==> src/rtl/core/stda_pkg.sv <==
// stda_pkg: shared constants and character helpers for the decimal report unit
// no dependencies; referenced by stda_accum and stda_bcd, imported by the top level
package stda_pkg;

  localparam int TotalBitsDefault = 32;
  localparam int MaxLine          = 22;
  localparam int ErrLen           = 14;
  localparam int ErrIdxW          = 4;

  localparam logic [ErrIdxW-1:0] ErrLast = ErrIdxW'(ErrLen - 1);

  localparam logic [7:0] CharZero     = 8'h30;
  localparam logic [7:0] CharComma    = 8'h2C;
  localparam logic [7:0] CharCr       = 8'h0D;
  localparam logic [7:0] CharLf       = 8'h0A;
  localparam logic [7:0] CharHexAlpha = 8'h37;
  localparam logic [7:0] CharSpace    = 8'h20;
  localparam logic [7:0] CharColon    = 8'h3A;
  localparam logic [7:0] CharUpR      = 8'h52;
  localparam logic [7:0] CharUpX      = 8'h58;
  localparam logic [7:0] CharUpE      = 8'h45;
  localparam logic [7:0] CharLoR      = 8'h72;
  localparam logic [7:0] CharLoO      = 8'h6F;

  // decimal digits needed for an unsigned value of the given width
  function automatic int dec_digits(input int bits);
    return (bits * 30103) / 100000 + 1;
  endfunction

  function automatic logic [7:0] hex_char(input logic [3:0] nib);
    logic [7:0] base;
    base = (nib < 4'd10) ? CharZero : CharHexAlpha;
    return base + {4'b0000, nib};
  endfunction

  // character of the receive error line at a given position
  function automatic logic [7:0] err_char(input logic [ErrIdxW-1:0] idx,
                                          input logic [7:0] status);
    logic [7:0] c;
    case (idx)
      4'd0:    c = CharUpR;
      4'd1:    c = CharUpX;
      4'd2:    c = CharSpace;
      4'd3:    c = CharUpE;
      4'd4:    c = CharLoR;
      4'd5:    c = CharLoR;
      4'd6:    c = CharLoO;
      4'd7:    c = CharLoR;
      4'd8:    c = CharColon;
      4'd9:    c = CharSpace;
      4'd10:   c = hex_char(status[7:4]);
      4'd11:   c = hex_char(status[3:0]);
      4'd12:   c = CharCr;
      default: c = CharLf;
    endcase
    return c;
  endfunction

endpackage

==> src/rtl/core/stda_accum.sv <==
// stda_accum: running total with sequence tracking (next adds, repeat replaces, gap holds)
// depends on stda_pkg for the default total width
module stda_accum #(
  parameter int TotalBits = stda_pkg::TotalBitsDefault
) (
  input  logic                 clk,
  input  logic                 rst,
  input  logic                 upd,
  input  logic [7:0]           seq,
  input  logic [15:0]          reading,
  output logic [TotalBits-1:0] total
);

  logic [7:0]           prev_seq;
  logic [15:0]          prev_reading;
  logic [16:0]          delta;
  logic [TotalBits-1:0] total_next;

  assign delta = {1'b0, reading} - {1'b0, prev_reading};

  always_comb begin
    priority if (seq == prev_seq + 8'd1) begin
      total_next = total + TotalBits'(reading);
    end else if (seq == prev_seq) begin
      total_next = total + TotalBits'($signed(delta));
    end else begin
      total_next = total;
    end
  end

  always_ff @(posedge clk) begin
    if (rst) begin
      total        <= '0;
      prev_seq     <= 8'hFF;
      prev_reading <= '0;
    end else if (upd) begin
      total        <= total_next;
      prev_seq     <= seq;
      prev_reading <= reading;
    end
  end

`ifndef SYNTHESIS
  assert property (@(posedge clk) disable iff (rst)
    !upd |=> $stable(total) && $stable(prev_seq) && $stable(prev_reading))
    else $error("accum state changed without an update");

  assert property (@(posedge clk) disable iff (rst)
    upd |=> prev_seq == $past(seq) && prev_reading == $past(reading))
    else $error("accum did not track the last sequence number");

  assert property (@(posedge clk) disable iff (rst)
    upd && seq == prev_seq + 8'd1 |=> total == $past(total) + TotalBits'($past(reading)))
    else $error("accum missed the next-sequence add");

  assert property (@(posedge clk) disable iff (rst)
    upd && seq != prev_seq && seq != prev_seq + 8'd1 |=> $stable(total))
    else $error("accum changed the total on a sequence gap");
`endif

endmodule

==> src/rtl/core/stda_bcd.sv <==
// stda_bcd: bit-serial binary to decimal converter (shift and add-3, one bit a cycle)
// strips leading zero digits afterward; depends on stda_pkg for digit count
module stda_bcd #(
  parameter  int TotalBits = stda_pkg::TotalBitsDefault,
  localparam int Dig       = stda_pkg::dec_digits(TotalBits),
  localparam int NbW       = $clog2(TotalBits + 1),
  localparam int CntW      = $clog2(Dig + 1)
) (
  input  logic                 clk,
  input  logic                 rst,
  input  logic                 start,
  input  logic [TotalBits-1:0] value,
  input  logic [NbW-1:0]       nbits,
  output logic                 done,
  output logic [4*Dig-1:0]     bcd,
  output logic [CntW-1:0]      ndig
);

  typedef enum logic [3:0] {
    B_IDLE  = 4'b0001,
    B_SHIFT = 4'b0010,
    B_STRIP = 4'b0100,
    B_DONE  = 4'b1000
  } bphase_t;

  bphase_t              phase;
  logic [TotalBits-1:0] bin;
  logic [NbW-1:0]       bitcnt;
  logic [4*Dig-1:0]     adj;
  logic                 strip_more;

  always_comb begin
    for (int i = 0; i < Dig; i++) begin
      adj[4*i +: 4] = (bcd[4*i +: 4] >= 4'd5) ? bcd[4*i +: 4] + 4'd3 : bcd[4*i +: 4];
    end
  end

  assign strip_more = (ndig > CntW'(1)) && (bcd[4*Dig-1 -: 4] == 4'd0);
  assign done       = (phase == B_DONE);

  always_ff @(posedge clk) begin
    if (rst) begin
      phase <= B_IDLE;
    end else begin
      unique case (phase)
        B_IDLE: begin
          if (start) phase <= B_SHIFT;
        end
        B_SHIFT: begin
          if (bitcnt == NbW'(1)) phase <= B_STRIP;
        end
        B_STRIP: begin
          if (!strip_more) phase <= B_DONE;
        end
        B_DONE: begin
          phase <= B_IDLE;
        end
        default: phase <= B_IDLE;
      endcase
    end
  end

  always_ff @(posedge clk) begin
    if (phase == B_IDLE && start) begin
      bin    <= value;
      bitcnt <= nbits;
      bcd    <= '0;
      ndig   <= CntW'(Dig);
    end else if (phase == B_SHIFT) begin
      bcd    <= {adj[4*Dig-2:0], bin[TotalBits-1]};
      bin    <= bin << 1;
      bitcnt <= bitcnt - NbW'(1);
    end else if (phase == B_STRIP && strip_more) begin
      bcd  <= bcd << 4;
      ndig <= ndig - CntW'(1);
    end
  end

`ifndef SYNTHESIS
  assert property (@(posedge clk) disable iff (rst)
    start |-> phase == B_IDLE)
    else $error("conversion started while busy");

  assert property (@(posedge clk) disable iff (rst)
    done |-> bcd[4*Dig-1 -: 4] != 4'd0 || ndig == CntW'(1))
    else $error("result not left aligned");

  assert property (@(posedge clk) disable iff (rst)
    phase == B_SHIFT |-> bitcnt != '0)
    else $error("bit count underflow");

  assert property (@(posedge clk) disable iff (rst)
    phase == B_STRIP |-> ndig != '0)
    else $error("digit count reached zero");
`endif

endmodule

==> src/rtl/core/sequenced_total_to_decimal_ascii_unit.sv <==
// sequenced_total_to_decimal_ascii_unit: packet in, one ascii report line out
// uses stda_pkg, stda_accum (running total) and stda_bcd (serial decimal converter)
//
//  channel   dir  handshake                  payload
//  s_axis    in   s_axis_tvalid/tready       tdata: rx_status, seq_num, power_reading,
//                                             battery_level
//  m_axis    out  m_axis_tvalid/tready       tdata: out_char; tlast: last_char
//  cfg       in   cfg_we                     cfg_wdata: good_status
//
// good packet: the serial converter runs once each for sequence, total and battery
// error packet: one character a cycle unless the output stalls, from a fixed text with the status in hex
// synchronous reset clears the total, sequence tracking, good_status and the sequencer
// output stalls hold the line; the next request is taken once the final line feed
//   sits in the output register
module sequenced_total_to_decimal_ascii_unit #(
  parameter int TotalBits = stda_pkg::TotalBitsDefault
) (
  input  logic        clk,
  input  logic        rst,
  input  logic        s_axis_tvalid,
  output logic        s_axis_tready,
  input  logic [47:0] s_axis_tdata,   // rx_status, seq_num, power_reading, battery_level
  output logic        m_axis_tvalid,
  input  logic        m_axis_tready,
  output logic [7:0]  m_axis_tdata,   // out_char
  output logic        m_axis_tlast,
  input  logic        cfg_we,
  input  logic [7:0]  cfg_wdata
);

  import stda_pkg::*;

  localparam int Dig  = dec_digits(TotalBits);
  localparam int NbW  = $clog2(TotalBits + 1);
  localparam int CntW = $clog2(Dig + 1);
  localparam int LenW = $clog2(3 * Dig + 5);
  localparam int Top  = 4 * Dig - 1;

  typedef enum logic [4:0] {
    S_IDLE  = 5'b00001,
    S_START = 5'b00010,
    S_WAIT  = 5'b00100,
    S_EMIT  = 5'b01000,
    S_ERR   = 5'b10000
  } state_t;

  typedef enum logic [1:0] {
    F_SEQ = 2'd0,
    F_TOT = 2'd1,
    F_BAT = 2'd2
  } field_t;

  typedef enum logic [2:0] {
    P_SEQ = 3'd0,
    P_C1  = 3'd1,
    P_TOT = 3'd2,
    P_C2  = 3'd3,
    P_BAT = 3'd4,
    P_CR  = 3'd5,
    P_LF  = 3'd6
  } piece_t;

  state_t               state;
  field_t               fsel;
  piece_t               piece;
  logic [7:0]           good_status;
  logic [7:0]           status_q;
  logic [7:0]           seq_q;
  logic [15:0]          bat_q;
  logic [ErrIdxW-1:0]   err_idx;
  logic [LenW-1:0]      skip_cnt;
  logic [LenW-1:0]      line_len;
  logic [LenW-1:0]      skip_next;
  logic [4*Dig-1:0]     seq_dig, tot_dig, bat_dig;
  logic [CntW-1:0]      seq_cnt, tot_cnt, bat_cnt;
  logic                 ob_valid;
  logic [7:0]           ob_data;
  logic                 ob_last;
  logic                 in_acc, good_in, upd;
  logic                 adv, step, out_load;
  logic [7:0]           ch;
  logic                 ch_last;
  logic [TotalBits-1:0] total;
  logic                 bcd_start, bcd_done;
  logic [TotalBits-1:0] bcd_value;
  logic [NbW-1:0]       bcd_nbits;
  logic [4*Dig-1:0]     bcd_res;
  logic [CntW-1:0]      bcd_ndig;

  assign s_axis_tready = (state == S_IDLE);
  assign in_acc        = s_axis_tvalid && s_axis_tready;
  assign good_in       = (s_axis_tdata[7:0] == good_status);
  assign upd           = in_acc && good_in;

  assign m_axis_tvalid = ob_valid;
  assign m_axis_tdata  = ob_data;
  assign m_axis_tlast  = ob_last;

  assign adv      = !ob_valid || m_axis_tready;
  assign step     = (state == S_EMIT) && ((skip_cnt != '0) || adv);
  assign out_load = ((state == S_EMIT) && (skip_cnt == '0) && adv) ||
                    ((state == S_ERR) && adv);

  stda_accum #(.TotalBits(TotalBits)) u_accum (
    .clk     (clk),
    .rst     (rst),
    .upd     (upd),
    .seq     (s_axis_tdata[15:8]),
    .reading (s_axis_tdata[31:16]),
    .total   (total)
  );

  assign bcd_start = (state == S_START);

  always_comb begin
    unique case (fsel)
      F_SEQ: begin
        bcd_value = TotalBits'(seq_q) << (TotalBits - 8);
        bcd_nbits = NbW'(8);
      end
      F_TOT: begin
        bcd_value = total;
        bcd_nbits = NbW'(TotalBits);
      end
      default: begin
        bcd_value = TotalBits'(bat_q) << (TotalBits - 16);
        bcd_nbits = NbW'(16);
      end
    endcase
  end

  stda_bcd #(.TotalBits(TotalBits)) u_bcd (
    .clk   (clk),
    .rst   (rst),
    .start (bcd_start),
    .value (bcd_value),
    .nbits (bcd_nbits),
    .done  (bcd_done),
    .bcd   (bcd_res),
    .ndig  (bcd_ndig)
  );

  // line length once the battery digits are known; leftmost chars beyond the limit drop
  assign line_len  = LenW'(seq_cnt) + LenW'(tot_cnt) + LenW'(bcd_ndig) + LenW'(4);
  assign skip_next = (line_len > LenW'(MaxLine)) ? line_len - LenW'(MaxLine) : '0;

  always_comb begin
    ch      = CharLf;
    ch_last = 1'b0;
    if (state == S_ERR) begin
      ch      = err_char(err_idx, status_q);
      ch_last = (err_idx == ErrLast);
    end else begin
      unique case (piece)
        P_SEQ:   ch = CharZero + {4'b0000, seq_dig[Top -: 4]};
        P_TOT:   ch = CharZero + {4'b0000, tot_dig[Top -: 4]};
        P_BAT:   ch = CharZero + {4'b0000, bat_dig[Top -: 4]};
        P_C1:    ch = CharComma;
        P_C2:    ch = CharComma;
        P_CR:    ch = CharCr;
        P_LF:    ch_last = 1'b1;
        default: ch = CharLf;
      endcase
    end
  end

  always_ff @(posedge clk) begin
    if (rst) begin
      state       <= S_IDLE;
      fsel        <= F_SEQ;
      piece       <= P_SEQ;
      skip_cnt    <= '0;
      err_idx     <= '0;
      ob_valid    <= 1'b0;
      good_status <= '0;
    end else begin
      if (cfg_we) good_status <= cfg_wdata;

      if (out_load) begin
        ob_valid <= 1'b1;
      end else if (m_axis_tready) begin
        ob_valid <= 1'b0;
      end

      unique case (state)
        S_IDLE: begin
          if (in_acc) begin
            if (good_in) begin
              state <= S_START;
              fsel  <= F_SEQ;
            end else begin
              state   <= S_ERR;
              err_idx <= '0;
            end
          end
        end
        S_START: begin
          state <= S_WAIT;
        end
        S_WAIT: begin
          if (bcd_done) begin
            unique case (fsel)
              F_SEQ: begin
                fsel  <= F_TOT;
                state <= S_START;
              end
              F_TOT: begin
                fsel  <= F_BAT;
                state <= S_START;
              end
              default: begin
                skip_cnt <= skip_next;
                piece    <= P_SEQ;
                state    <= S_EMIT;
              end
            endcase
          end
        end
        S_EMIT: begin
          if (step) begin
            if (skip_cnt != '0) skip_cnt <= skip_cnt - LenW'(1);
            unique case (piece)
              P_SEQ:   if (seq_cnt == CntW'(1)) piece <= P_C1;
              P_C1:    piece <= P_TOT;
              P_TOT:   if (tot_cnt == CntW'(1)) piece <= P_C2;
              P_C2:    piece <= P_BAT;
              P_BAT:   if (bat_cnt == CntW'(1)) piece <= P_CR;
              P_CR:    piece <= P_LF;
              default: state <= S_IDLE;
            endcase
          end
        end
        S_ERR: begin
          if (adv) begin
            if (err_idx == ErrLast) begin
              state <= S_IDLE;
            end else begin
              err_idx <= err_idx + ErrIdxW'(1);
            end
          end
        end
        default: state <= S_IDLE;
      endcase
    end
  end

  always_ff @(posedge clk) begin
    if (in_acc) begin
      status_q <= s_axis_tdata[7:0];
      seq_q    <= s_axis_tdata[15:8];
      bat_q    <= s_axis_tdata[47:32];
    end

    if (out_load) begin
      ob_data <= ch;
      ob_last <= ch_last;
    end

    if (state == S_WAIT && bcd_done) begin
      unique case (fsel)
        F_SEQ: begin
          seq_dig <= bcd_res;
          seq_cnt <= bcd_ndig;
        end
        F_TOT: begin
          tot_dig <= bcd_res;
          tot_cnt <= bcd_ndig;
        end
        default: begin
          bat_dig <= bcd_res;
          bat_cnt <= bcd_ndig;
        end
      endcase
    end else if (step) begin
      unique case (piece)
        P_SEQ: begin
          seq_dig <= seq_dig << 4;
          seq_cnt <= seq_cnt - CntW'(1);
        end
        P_TOT: begin
          tot_dig <= tot_dig << 4;
          tot_cnt <= tot_cnt - CntW'(1);
        end
        P_BAT: begin
          bat_dig <= bat_dig << 4;
          bat_cnt <= bat_cnt - CntW'(1);
        end
        default: begin
        end
      endcase
    end
  end

`ifndef SYNTHESIS
  assert property (@(posedge clk) disable iff (rst)
    in_acc && good_in |=> state == S_START && fsel == F_SEQ)
    else $error("good request did not start conversion");

  assert property (@(posedge clk) disable iff (rst)
    in_acc && !good_in |=> state == S_ERR && err_idx == '0)
    else $error("bad request did not start error line");

  assert property (@(posedge clk) disable iff (rst)
    out_load && ch_last |=> state == S_IDLE && m_axis_tvalid && m_axis_tlast)
    else $error("line end not followed by idle");

  assert property (@(posedge clk) disable iff (rst)
    m_axis_tvalid && m_axis_tlast |-> m_axis_tdata == CharLf)
    else $error("tlast on a character other than line feed");

  assert property (@(posedge clk) disable iff (rst)
    state == S_EMIT && (piece == P_CR || piece == P_LF) |-> skip_cnt == '0)
    else $error("line end would be dropped");
`endif

endmodule
==> config.mk <==
export PLATFORM = sky130hd
export DESIGN_NAME = sequenced_total_to_decimal_ascii_unit
export DESIGN_NICKNAME = d
export VERILOG_FILES = /design/src/rtl/core/stda_pkg.sv /design/src/rtl/core/stda_accum.sv /design/src/rtl/core/stda_bcd.sv /design/src/rtl/core/sequenced_total_to_decimal_ascii_unit.sv
export SDC_FILE = /design/constraint.sdc
export NUM_CORES = 1
export LEC_CHECK = 0
export BUFFER_PORTS_ARGS = -buffer_cell sky130_fd_sc_hd__buf_4
export CAP_MARGIN = 20
export CORE_ASPECT_RATIO = 0.7
export CORE_MARGIN = 4
export CORE_UTILIZATION = 55
export DETAILED_ROUTE_END_ITERATION = 8
export PLACE_DENSITY = 0.81
export SLEW_MARGIN = 20
export SYNTH_ARGS = -nofsm -noshare
export SYNTH_HDL_FRONTEND = slang
export SYNTH_SLANG_ARGS = --single-unit
==> constraint.sdc <==
create_clock -name clk -period 10.1 [get_ports clk]
set_clock_uncertainty 0.1 [all_clocks]
set_input_delay 2.525 -clock clk [delete_from_list [all_inputs] [get_ports clk]]
set_output_delay 2.525 -clock clk [all_outputs]
set_load 0.005 [all_outputs]
==> results.ini <==
[clocking]
ctsHoldBuffers=0
tritoncts=yes
clock-root-buffer=clkbuf_16
post_cts_buffers=0
htree_levels=2
cts.clk_slew.worst_paths_ns=0.06
cts-buffers-inserted=34
cts-resized-gates=0
worst_skew_pair.late_latency_ns=0.53
clockBufferDepth=3
clock_sinks=343

[sta]
finalCritPeriodShare=0.688
period_needed_ns=6.94
fmax_ghz=0.144
final-hold-violation-count=0
rsz0062_at_grt=false
finalSetupViolCount=0
fin_setup_tns_ns=0
relSlewSlack=0.294
slew_viol_final=0
tightest_slew_ns=1.05
setup_ws_ns=3.16

[placed_design]
port_buffers=70
pre_cts_ws_ns=2.80
postPlaceCellArea_mm2=0.0195
hpwl_mm=29.1
globalplace.congestion=0.912
placed_cells=2461

[detailed_routing]
vias=14800
first_iter_violations=1603
ant_nets=0
first_pass_iters=5
wirelength_mm=42.7
vias_per_cell=5.88
routedWlPerCell_um=16.9
route.detailed.drc=0

[power_and_ir_drop]
p_clk_frac=0.398
netSwitchingFraction=0.243
switchingPower_uw=739
p_int_mw=2.30
leakagePower_nw=8.56
powerDensity_mw_per_mm2=148
p_seq_frac=0.505
ir_worst_vdd_mv=0.114
p_comb_frac=0.096

[setup_path]
worstSetupPathDepth=19
setup.worst_path.start=s_axis_tdata[17]
path_delay_family=compound AO/OA/AOI/OAI gates
critPathRequiredTime_ns=10.46
cp_max_fo=6
start_kind=input pin
worstPathBufferInverterCount=1
crit_top_cell=o21ai_0
cpPeakStageDelay_ns=0.46
path_cells=buf_4, ha_1, nor2b_1, o21ai_0, a21boi_0, o21ai_0, a211oi_1, o21ai_0, nor4b_1, nor3_1, ha_1, a21o_1, o21bai_1, a2111oi_0, a22oi_1, a31oi_2, o311ai_0, a311o_1, nand3_1
r2r-start=u_accum.prev_reading[1]
crit_arrival_ns=7.30
worst_path_max_delay_cell=o21ai_0
rrSetupSlack_ns=4.86
end_kind=flip-flop
reg2regPathDepth=19
worst-setup-path-type=in2reg

[global_routing]
antenna_found_initial=0
grt_pass1_wl_mm=69.5
track_usage=0.227
grt_pass1_vias=13900
grt_max_degree=93
grt.overflow.total=0

[yosys]
syn_inst=2026
synth_top_area_share=0.339
synth_edf_count=210
synth_area_per_cell_um2=9.17
synthArstFlopShare=0
ys_warn_count=0
yosysMostFrequentCell=nand2_1
synth_flop_cell=edfxtp_1
netlist_area_mm2=0.0186
synth_area_leaders=edfxtp_1 34%, dfxtp_1 14%, nand2_1 8.9%
synth-seq-cells=343
ys_types=78
synth.largest_area_cell=edfxtp_1
seq_area_frac_synth=0.483
syn_nets=2193
synth_commonest_cells=440 x nand2_1, 210 x edfxtp_1, 181 x nor2_1

[final_layout]
fill_cells=2740
stdcell_count=2522
drive_above_1_share=0.0786
area_growth_syn_to_layout_pct=10.5
layout.nets=2229
stdcell_area_mm2=0.0205
n_antenna_cell=0

[floorplan]
initial_utilization=0.556
rows=56
die_w_um=228
coreArea_mm2=0.0334
pin_count=72
die_y_um=162
dieArea_mm2=0.0368

[hold_path]
hold_class=reg2reg
hold_depth=2
worst_hold_startpoint=u_accum.total[4]

[outcome]
status=finished, final reports clean

[job]
max_cap_viol_count=0

[per-layer routing]
layer,GRT usage,part of all wire,vias to the layer above
met3,0.0354,0.070,60
met5,0,0,-
met4,0.0454,0.015,0
li1,-,-,7219
met2,0.341,0.44,512
met1,0.351,0.48,7040
[power groups by stage]
stage	registers (mW)	logic (mW)	clock network (mW)
4_1_cts	1.54	0.289	1.23
3_3_place_gp	1.57	0.274	0
2_1_floorplan	1.56	0.203	0
6_report	1.54	0.293	1.21
5_1_grt	1.54	0.326	1.29
3_5_place_dp	1.57	0.286	0
[per-stage QoR]
stage,utilization,hold slack [ns],power (mW)
3_3_place_gp,0.583,0.364,1.84
5_1_grt,0.614,0.406,3.16
3_5_place_dp,0.583,0.374,1.85
4_1_cts,0.614,0.384,3.06
6_report,0.614,0.381,3.04
2_1_floorplan,-,0.345,1.76
[layout by cell type, fill, tap and decap left out, types with 9 or more instances in the layout]
cell,synthesis,layout
inv_1,83,83
a211oi_1,20,20
clkbuf_16,0,35
mux2i_1,43,43
buf_4,1,88
o21a_1,13,13
nand2b_1,22,22
nor3b_1,14,14
and3_1,17,17
a221oi_1,19,19
dfxtp_1,133,133
a31oi_1,14,14
a21oi_1,158,158
nor3_1,36,36
clkinv_1,1,9
nand2_1,440,438
nand3b_1,9,9
nor2_1,181,178
o211ai_1,11,11
a32oi_1,10,10
fa_1,9,9
a22oi_1,14,14
edfxtp_1,210,210
a21o_1,24,23
nand3_1,40,40
nor2b_1,13,12
xnor2_1,42,42
o21ai_0,118,117
o31ai_1,10,10
xor2_1,32,32
ha_1,97,97
[worst reg2reg max path: stages, from the launching register on]
cell and delay [ns]:
dfxtp_1 0.38, inv_1 0.06, ha_1 0.26, nor2b_1 0.12, o21ai_0 0.22, a21boi_0 0.18, o21ai_0 0.46, a211oi_1 0.18
o21ai_0 0.24, nor4b_1 0.27, nor3_1 0.10, ha_1 0.36, a21o_1 0.27, o21bai_1 0.21, a2111oi_0 0.46, a22oi_1 0.25
a31oi_2 0.44, o311ai_0 0.23, a311o_1 0.32, nand3_1 0.08
[sequential cells by signal, summed over array words and instances (netlist names), 8 cells and up]
name and count:
good_status 8, tot_dig 40, seq_q 8, u_bcd.bin 32, u_accum.total 32, u_accum.prev_reading 16
status_q 8, bat_dig 40, u_bcd.bcd 40, u_accum.prev_seq 8, bat_q 16, seq_dig 40
[final cells by class]
type                       instances  area, µm²  share of cell area
sequential                       343       8970               0.437
clock inverter                    19        118             0.00573
timing repair buffer              88        661              0.0322
tap                              435        544              0.0265
clock buffer                      42        922              0.0449
multi-input combinational       1511       9000               0.438
inverter                          84        315              0.0154
[final timing paths]
kind / endpoint
max: u_accum.total[28]
min: u_accum.total[4]
max reg2reg: u_accum.total[28]
min reg2reg: u_accum.total[4]
[cells by family after synthesis]
| kind of cell | synth area share |
|---|---|
| compound gates | 0.149 |
| xor+xnor | 0.0349 |
| fa+ha+maj | 0.0750 |
| buf+inv | 0.0358 |
| flops | 0.483 |
| mux | 0.0244 |
| other cells | 0.000202 |
| simple gates | 0.198 |
No activity file was read; power rests on OpenSTA's default activity.
